## src/sv/rtcc_pkg.sv

```systemverilog
`default_nettype none

package rtcc_pkg;

   // command codes carried on req_tuser
   typedef enum logic [1:0] {
      CMD_TICK     = 2'd0,
      CMD_SET_ALL  = 2'd1,
      CMD_SET_TIME = 2'd2,
      CMD_SET_DATE = 2'd3
   } cmd_type;

   localparam int unsigned MS_PER_SEC   = 1000;
   localparam int unsigned SEC_PER_MIN  = 60;
   localparam int unsigned MIN_PER_HOUR = 60;
   localparam int unsigned HOUR_PER_DAY = 24;
   localparam int unsigned MONTHS       = 12;
   localparam int unsigned YEAR_LAST    = 99;
   localparam int unsigned DAY_MAX      = 31;

   localparam int unsigned REQ_TDATA_W = 64;
   localparam int unsigned REQ_TUSER_W = 2;
   localparam int unsigned RSP_TDATA_W = 48;
   localparam int unsigned RSP_TUSER_W = 1;

   // calendar state, also the payload of one result
   typedef struct packed {
      logic [6:0] year;
      logic [3:0] month;
      logic [4:0] day;
      logic [4:0] hour;
      logic [5:0] minute;
      logic [5:0] second;
      logic [9:0] ms;
   } cal_type;

   // one request as held in the input register
   typedef struct packed {
      cmd_type     command;
      logic [15:0] ms_count;
      logic [7:0]  set_year;
      logic [7:0]  set_month;
      logic [7:0]  set_day;
      logic [7:0]  set_hour;
      logic [7:0]  set_minute;
      logic [7:0]  set_second;
   } req_type;

   // days in a month; two-digit years are leap when divisible by four
   function automatic logic [4:0] month_length(input logic [6:0] year,
                                               input logic [3:0] month);
      logic [4:0] len;
      unique case (month) inside
         4'd2:                    len = (year[1:0] == 2'b00) ? 5'd29 : 5'd28;
         4'd4, 4'd6, 4'd9, 4'd11: len = 5'd30;
         default:                 len = 5'd31;
      endcase
      return len;
   endfunction

endpackage

`default_nettype wire

```

## src/sv/rtc_calendar_counter.sv

```systemverilog
`default_nettype none

// channel | dir | transaction content
// req_*   | in  | tuser: command; tdata: ms_count, set_year .. set_second
// rsp_*   | out | tuser: accepted; tdata: cur_ms .. cur_year, zero padded
//
// one transaction per clock sustained while rsp_tready stays high; a result passes
// through the input register, then the result register
// the calendar update is one combinational pass between the two registers
// reset (synchronous, high) sets 00:00:00.000 on day 1, month 1, year 0
// a stalled result holds the pipe; req_tready stays high while the input
// register is empty or is moving into the result register this cycle
module rtc_calendar_counter (
   input  logic                               clock,
   input  logic                               reset,
   // slave side: requests
   input  logic                               req_tvalid,
   output logic                               req_tready,
   // [15:0] ms_count, [23:16] set_year, [31:24] set_month, [39:32] set_day,
   // [47:40] set_hour, [55:48] set_minute, [63:56] set_second
   input  logic [rtcc_pkg::REQ_TDATA_W-1:0]   req_tdata,
   // [1:0] command
   input  logic [rtcc_pkg::REQ_TUSER_W-1:0]   req_tuser,
   // master side: results
   output logic                               rsp_tvalid,
   input  logic                               rsp_tready,
   // [9:0] cur_ms, [15:10] cur_second, [21:16] cur_minute, [26:22] cur_hour,
   // [31:27] cur_day, [35:32] cur_month, [42:36] cur_year, [47:43] zero
   output logic [rtcc_pkg::RSP_TDATA_W-1:0]   rsp_tdata,
   // [0] accepted
   output logic [rtcc_pkg::RSP_TUSER_W-1:0]   rsp_tuser
);

   // input register
   rtcc_pkg::req_type   req_ff;
   logic                req_valid_ff;
   // calendar state
   rtcc_pkg::cal_type   cal_ff;
   rtcc_pkg::cal_type   cal_in;
   // result register
   logic                rsp_valid_ff;
   rtcc_pkg::cal_type   rsp_cal_ff;
   logic                rsp_ok_ff;
   logic                ok_in;

   logic                advance;
   logic                req_take;

   // request in the input register moves on when the result slot frees up
   assign advance    = req_valid_ff && (!rsp_valid_ff || rsp_tready);
   assign req_tready = !req_valid_ff || advance;
   assign req_take   = req_tvalid && req_tready;

   rtcc_next u_next (
      .req (req_ff),
      .cur (cal_ff),
      .nxt (cal_in),
      .ok  (ok_in)
   );

   always_ff @(posedge clock) begin
      if (reset) begin
         req_valid_ff       <= 1'b0;
         rsp_valid_ff       <= 1'b0;
         cal_ff             <= '{year: 7'd0, month: 4'd1, day: 5'd1, hour: 5'd0,
                                 minute: 6'd0, second: 6'd0, ms: 10'd0};
      end else begin
         if (req_take) begin
            req_valid_ff <= 1'b1;
         end else if (advance) begin
            req_valid_ff <= 1'b0;
         end
         if (advance) begin
            rsp_valid_ff <= 1'b1;
            cal_ff       <= cal_in;
         end else if (rsp_tready) begin
            rsp_valid_ff <= 1'b0;
         end
      end
   end

   // payload registers, no reset
   always_ff @(posedge clock) begin
      if (req_take) begin
         req_ff.command    <= rtcc_pkg::cmd_type'(req_tuser[1:0]);
         req_ff.ms_count   <= req_tdata[15:0];
         req_ff.set_year   <= req_tdata[23:16];
         req_ff.set_month  <= req_tdata[31:24];
         req_ff.set_day    <= req_tdata[39:32];
         req_ff.set_hour   <= req_tdata[47:40];
         req_ff.set_minute <= req_tdata[55:48];
         req_ff.set_second <= req_tdata[63:56];
      end
      if (advance) begin
         rsp_cal_ff <= cal_in;
         rsp_ok_ff  <= ok_in;
      end
   end

   assign rsp_tvalid = rsp_valid_ff;
   assign rsp_tuser  = rsp_ok_ff;
   assign rsp_tdata  = {5'd0,
                        rsp_cal_ff.year,
                        rsp_cal_ff.month,
                        rsp_cal_ff.day,
                        rsp_cal_ff.hour,
                        rsp_cal_ff.minute,
                        rsp_cal_ff.second,
                        rsp_cal_ff.ms};

endmodule

`default_nettype wire

```

## src/sv/rtcc_next.sv

```systemverilog
`default_nettype none

// next calendar state and accept flag for one request
module rtcc_next (
   input  var rtcc_pkg::req_type req,
   input  var rtcc_pkg::cal_type cur,
   output var rtcc_pkg::cal_type nxt,
   output logic                  ok
);

   logic [16:0]         ms_sum;
   logic                sec_carry;
   logic [5:0]          day_inc;
   logic [4:0]          len;
   logic                date_ok;
   logic                time_ok;
   rtcc_pkg::cal_type   tick;

   assign ms_sum  = {7'd0, cur.ms} + {1'b0, req.ms_count};
   assign day_inc = {1'b0, cur.day} + 6'd1;
   assign len     = rtcc_pkg::month_length(cur.year, cur.month);

   assign date_ok = (req.set_year <= 8'(rtcc_pkg::YEAR_LAST))
                 && (req.set_month >= 8'd1) && (req.set_month <= 8'(rtcc_pkg::MONTHS))
                 && (req.set_day >= 8'd1) && (req.set_day <= 8'(rtcc_pkg::DAY_MAX));
   assign time_ok = (req.set_hour < 8'(rtcc_pkg::HOUR_PER_DAY))
                 && (req.set_minute < 8'(rtcc_pkg::MIN_PER_HOUR))
                 && (req.set_second < 8'(rtcc_pkg::SEC_PER_MIN));

   // millisecond accumulate, then one-second cascade
   always_comb begin
      tick      = cur;
      sec_carry = (ms_sum >= 17'(rtcc_pkg::MS_PER_SEC));
      if (!sec_carry) begin
         tick.ms = ms_sum[9:0];
      end else begin
         tick.ms = '0;
         if (cur.second < 6'(rtcc_pkg::SEC_PER_MIN - 1)) begin
            tick.second = cur.second + 6'd1;
         end else begin
            tick.second = '0;
            if (cur.minute < 6'(rtcc_pkg::MIN_PER_HOUR - 1)) begin
               tick.minute = cur.minute + 6'd1;
            end else begin
               tick.minute = '0;
               if (cur.hour < 5'(rtcc_pkg::HOUR_PER_DAY - 1)) begin
                  tick.hour = cur.hour + 5'd1;
               end else begin
                  tick.hour = '0;
                  // day past the month length rolls to the first of next month
                  if (day_inc > {1'b0, len}) begin
                     tick.day = 5'd1;
                     if (cur.month >= 4'(rtcc_pkg::MONTHS)) begin
                        tick.month = 4'd1;
                        tick.year  = (cur.year >= 7'(rtcc_pkg::YEAR_LAST)) ? 7'd0
                                                                          : cur.year + 7'd1;
                     end else begin
                        tick.month = cur.month + 4'd1;
                     end
                  end else begin
                     tick.day = day_inc[4:0];
                  end
               end
            end
         end
      end
   end

   always_comb begin
      nxt = cur;
      ok  = 1'b1;
      case (req.command)
         rtcc_pkg::CMD_TICK: begin
            nxt = tick;
         end
         rtcc_pkg::CMD_SET_ALL: begin
            ok = date_ok && time_ok;
            if (ok) begin
               nxt.year   = req.set_year[6:0];
               nxt.month  = req.set_month[3:0];
               nxt.day    = req.set_day[4:0];
               nxt.hour   = req.set_hour[4:0];
               nxt.minute = req.set_minute[5:0];
               nxt.second = req.set_second[5:0];
            end
         end
         rtcc_pkg::CMD_SET_TIME: begin
            ok = time_ok;
            if (ok) begin
               nxt.hour   = req.set_hour[4:0];
               nxt.minute = req.set_minute[5:0];
               nxt.second = req.set_second[5:0];
            end
         end
         default: begin
            ok = date_ok;
            if (ok) begin
               nxt.year  = req.set_year[6:0];
               nxt.month = req.set_month[3:0];
               nxt.day   = req.set_day[4:0];
            end
         end
      endcase
   end

endmodule

`default_nettype wire

```

## config.mk

```make
export PLATFORM = sky130hd
export DESIGN_NAME = rtc_calendar_counter
export DESIGN_NICKNAME = d
export VERILOG_FILES = /design/src/sv/rtcc_pkg.sv /design/src/sv/rtc_calendar_counter.sv /design/src/sv/rtcc_next.sv
export SDC_FILE = /design/constraint.sdc
export NUM_CORES = 1
export LEC_CHECK = 0
export ABC_AREA = 1
export ABC_CLOCK_PERIOD_IN_PS = 3700
export BUFFER_PORTS_ARGS = -buffer_cell sky130_fd_sc_hd__buf_4
export CORE_AREA = 2 2 127 129
export DETAILED_ROUTE_END_ITERATION = 6
export DIE_AREA = 0 0 129 131
export PLACE_DENSITY = 0.81
export SLEW_MARGIN = 10
export SYNTH_ARGS = -nofsm -noshare
export SYNTH_HDL_FRONTEND = slang
export SYNTH_SLANG_ARGS = --single-unit
```

## constraint.sdc

```tcl
create_clock -name clock -period 3.7 [get_ports clock]
set_input_delay 0.74 -clock clock [delete_from_list [all_inputs] [get_ports clock]]
set_output_delay 0.74 -clock clock [all_outputs]
set_load 0.01 [all_outputs]
```

* Word level (Yosys, flattened, before mapping)
Cells that the tools add are included.
** Cells by class
- Reduce and logical (&&, ||, !) cells :: 18
- $lt $le $gt $ge :: 15
- Add/subtract/negate cells :: 7
- Multiplexer cells :: 26
- Equality and inequality tests :: 7
** Operator list (count)
- two-way mux 33 bit :: 2
- case mux 17 bit (3 select lines) :: 1
- case mux 16 bit (3 select lines) :: 1
- two-way mux 16 bit :: 2
- two-way mux 27 bit :: 1
- two-way mux 21 bit :: 1
- two-way mux 10 bit :: 2
- adder 10 x 16 -> 17 bit :: 1
- >= comparator 17 x 10 -> 1 bit, second input constant :: 1
- two-way mux 17 bit :: 1
- >= comparator 8 x 1 -> 1 bit, second input constant :: 2
- less-than comparator 8 x 6 -> 1 bit, second input constant :: 2
- two-way mux 7 bit :: 2
- adder 6 x 1 -> 6 bit, second input constant :: 2
- less-than comparator 6 bit, second input constant :: 2
- two-way mux 6 bit :: 2
- two-way mux 11 bit :: 1
- two-way mux 5 bit :: 2
- case mux 5 bit (2 select lines) :: 1
- logical AND 1 bit :: 9
- == test 4 x 3 -> 1 bit, second input constant :: 2
- == test 4 bit, second input constant :: 2
- less-or-equal comparator 8 x 4 -> 1 bit, second input constant :: 1
- less-or-equal comparator 8 x 5 -> 1 bit, second input constant :: 1
- 21 further kinds :: 29
** Word-level totals
- Output and inout bits :: 51
- Logic and storage cells :: 98
- Input port bits :: 70
- Flip-flop bits (word level) :: 155

* Logic depth before layout (Yosys ltp)
- Depth after elaboration :: 10
- Depth in mapped cells :: 20
- Gate-level depth less buffers :: 20

* By module
Synthesis repeated with hierarchy kept, for this count alone.
** Unflattened totals
- Cell total of the unflattened synthesis :: 1209
- Area, all modules :: 9352.7 µm²
** Modules (own cells, without submodules)
- rtc_calendar_counter :: cells each 406, area an instance 5401.4 µm², times used 1
- rtcc_next :: cells each 803, area an instance 3951.3 µm², times used 1

* Worst setup path after synthesis
Ideal clock, no wire load.
- Path type :: in2reg
- From :: in rsp_tready
- To :: reg req_ff[0] in the netlist's numbering, enable pin
- Required time :: 3.280 ns
- Setup time :: 0.420 ns
- Stages on the path :: 4
- Setup slack :: 0.982 ns
- Data arrival time :: 2.298 ns
- Cell sequence :: inv_1 -> nand3_1 -> nand2_1 -> inv_1
** On the way
- Longest elaborated chain between the ends :: 4
** RTL lines
- start: declaration :: RTL line rtc_calendar_counter.sv:26 : input logic rsp_tready,
- logical OR 1 bit :: RTL line rtc_calendar_counter.sv:50 : assign advance = req_valid_ff && (!rsp_valid_ff || rsp_tready);
- logical AND 1 bit :: RTL line rtc_calendar_counter.sv:50
- logical OR 1 bit :: RTL line rtc_calendar_counter.sv:51 : assign req_tready = !req_valid_ff || advance;
- named net req_tready :: RTL line rtc_calendar_counter.sv:18 : output logic req_tready,
- logical AND 1 bit :: RTL line rtc_calendar_counter.sv:52 : assign req_take = req_tvalid && req_tready;
- named net req_take :: RTL line rtc_calendar_counter.sv:47 : logic req_take;
- end: declaration :: RTL line rtc_calendar_counter.sv:35 : rtcc_pkg::req_type req_ff;
The timed path passes the listed nets, and every way through them passes these cells.
A chain may end at the register's enable or synchronous reset.

==> results_dict.tcl <==
set metrics [dict create \
    status "finished, final reports clean" \
    r2r_cells 16 \
    worstHoldStart "req_tdata[40]" \
    multi_input_area_mm2 0.00398 \
    worst_pin_slew_ns 0.763 \
    coreArea_mm2 0.0156 \
    post_cts_buffers 0 \
    synth_cells 1132 \
    max_cap_viol_count 0 \
    insertion_delay_ns 0.44 \
    top_layer_used "met4" \
    yosysWarnings 0 \
    cts_buffer_depth 2 \
    fp.dieH_um 131 \
    synth_async_sr_flop_share 0 \
    power_leakage_nw 4.97 \
    cts_tree "built" \
    die_x_um 129 \
    drt-pass1-iter-count 6 \
    num_rows 46 \
    drc 0 \
    vias_per_cell 5.65 \
    wl_met3_mm 1.72 \
    maxSlewViolCount 0 \
    initial_utilization 0.580 \
    finalCritPeriodShare 0.853 \
    dp.final_hpwl_mm 14.9 \
    ys_ff_latch 155 \
    finalHoldViolations 0 \
    cts_buffers 17 \
    r2r-start "req_ff[48]$_DFFE_PP_" \
    place_congestion 0.921 \
    synth_edf_count 110 \
    synth_cell_type_count 51 \
    gr-total-overflow 0 \
    cp_data_required_time_ns 4.02 \
    ys.flop_type "edfxtp_1" \
    critPathMaxStageDelay_ns 0.46 \
    path_buf_inv 1 \
    cp.arrival_ns 3.47 \
    drive_gt1_frac 0.157 \
    nets 1327 \
    ctsHoldBuffers 0 \
    drt.antenna.violating_nets 0 \
    wl_met1_mm 9.54 \
    num_antenna_cells 0 \
    critPathKind "register to register" \
    seqCellArea_mm2 0.00420 \
    grt_setup_unrepaired "false" \
    fin_setup_tns_ns 0 \
    track_usage 0.283 \
    crit_family "simple AND/OR/NAND/NOR gates" \
    h-tree-depth 4 \
    crit_fanout 18 \
    grt_max_degree 57 \
    worstSetupStartpointType "register" \
    p_per_area_mw_per_mm2 420 \
    worstPathCellList "ha_1, fa_1, nand2_2, a21oi_2, nand3_1, nand3_1, nand2_1, nand3_1, nor2_1, nand3_2, nand2_1, nand2_1, nand3_1, nand3_2, o21ai_1, inv_1" \
    min_to "req_ff[16]$_DFFE_PP_" \
    dpl_worst_slack_ns 0.668 \
    endpoint_kind "register" \
    fill_cells 1225 \
    period_needed_ns 3.15 \
    hp-class "input port to register" \
    syn_to_final_growth_pct 17.9 \
    cts.clk_slew.worst_paths_ns 0.06 \
    grt_pass1_vias 7684 \
    post_cts_resized 0 \
    regToRegEndpoint "cal_ff[38]$_SDFFE_PP0P_" \
    clock-root-buffer "clkbuf_16" \
    vias 8264 \
    hold_depth 1 \
    grt_pass1_wl_mm 37.2 \
    wl_mm 23.1 \
    met2_length_mm 11.2 \
    wire_per_inst_um 15.8 \
    hold_slack_ns 0.472 \
    clock_sinks 155 \
    irDropWorstVdd_mv 0.346 \
    setup_viol 0 \
    fmax_ghz 0.317 \
    drt-initial-drc-count 848 \
    antenna_found_initial 0 \
    fin_worst_skew_ns 0.0159 \
    crit_slowest_cell "fa_1" \
    die_area_mm2 0.0169 \
    maxSlewHeadroom 0.491 \
    ys_seq_area_frac 0.465 \
    pin_count 121 \
    cp_common_cell "nand3_1" \
    syn_area_per_cell_um2 7.99 \
    regToRegSetupSlack_ns 0.55 \
    syn-cell-area_mm2 0.00905 \
    setup_ws_ns 0.546 \
    cp.depth 16 \
    portBuffers 115 \
]
## how the worst max path moves through the flow
stage	endpoint	slack, ns	from
after global placement	cal_ff[15]$_SDFFE_PP0P_	0.75	req_ff[48]$_DFFE_PP_
final	cal_ff[38]$_SDFFE_PP0P_	0.55	req_ff[48]$_DFFE_PP_
after global routing	rsp_tdata[32]$_DFFE_PP_	0.28	cal_ff[32]$_SDFFE_PP1P_
after detailed placement	cal_ff[15]$_SDFFE_PP0P_	0.67	req_ff[48]$_DFFE_PP_
after CTS	cal_ff[38]$_SDFFE_PP0P_	0.61	req_ff[48]$_DFFE_PP_
after floorplan	req_ff[0]$_DFFE_PP_	0.98	rsp_tready
## cell usage in the layout, fill, tap and decap left out, types with 5 or more instances in the layout
cell type / count
clkbuf_16: 18
o21ai_0: 83
nand2_2: 5
a31oi_1: 10
ha_1: 22
nor2_1: 74
o211ai_1: 6
buf_4: 128
conb_1: 5
xor2_1: 8
nand3_1: 106
a211oi_1: 9
o21ai_1: 20
nand4_1: 29
inv_2: 5
inv_1: 156
nor4_1: 7
edfxtp_1: 110
a21oi_1: 103
o211ai_2: 5
dfxtp_1: 45
clkbuf_1: 6
nand2_1: 225
## final cells by class
| cell class | instances | share of cell area |
|---|---|---|
| tap | 216 | 0.0253 |
| sequential | 155 | 0.394 |
| inverter | 166 | 0.0586 |
| clock inverter | 7 | 0.0110 |
| clock buffer | 25 | 0.0456 |
| multi-input combinational | 765 | 0.373 |
| timing repair buffer | 129 | 0.0920 |
## logic make-up (layout without fill, tap and decap cells)
family | Yosys count | in the layout | share of synthesized area
other | 1 | 5 | 0.000414
flip-flops | 155 | 155 | 0.465
AND/OR/NAND/NOR | 471 | 471 | 0.235
adder cells (fa/ha/maj) | 23 | 23 | 0.0326
AO/OA/AOI/OAI | 258 | 258 | 0.162
XOR/XNOR | 8 | 8 | 0.00774
buffers and inverters | 216 | 327 | 0.0972
## cell usage after synthesis (5+ instances only)
cell type / number / area share
nand2_1: 226 / 0.094
xor2_1: 8 / 0.0077
clkbuf_1: 30 / 0.012
nand3_1: 106 / 0.059
buf_4: 7 / 0.0058
a21oi_1: 103 / 0.057
o21ai_1: 20 / 0.011
edfxtp_1: 110 / 0.37
o211ai_2: 5 / 0.0069
nor4_1: 7 / 0.0048
a211oi_1: 9 / 0.0075
a31oi_1: 10 / 0.0069
ha_1: 22 / 0.030
nand4_1: 29 / 0.020
o21ai_0: 83 / 0.046
nor2_1: 74 / 0.031
o211ai_1: 6 / 0.0050
inv_1: 158 / 0.066
buf_2: 8 / 0.0044
dfxtp_1: 45 / 0.10
## where the power goes
group | total (mW) | internal, mW | leakage (nW) | switching (mW)
clock network | 1.80 | 1.12 | 0.295 | 0.682
registers | 2.06 | 1.98 | 1.44 | 0.0797
logic | 0.612 | 0.236 | 3.24 | 0.376
total | 4.48 | 3.34 | 4.97 | 1.14
## sequential cells by signal, indices dropped and copies added (netlist names)
register      cells
rsp_tdata        43
rsp_tvalid        1
cal_ff           43
rsp_tuser         1
req_ff           66
req_valid_ff      1
## through the flow
stage	utilization	total power, mW	cells	cell area [um2]
after floorplan	-	2.47	1136	9060
after global placement	0.645	2.68	1431	10100
after detailed placement	0.645	2.69	1431	10100
after CTS	0.684	4.48	1463	10700
after global routing	0.684	4.64	1463	10700
final	0.684	4.48	1463	10700
## routing by layer
metal / vias to the layer above / track usage
met5: - / 0
met4: 0 / 0.124
met3: 57 / 0.0525
met2: 411 / 0.484
met1: 3749 / 0.353
li1: 4047 / -
Power figures use the tool's default switching activity.
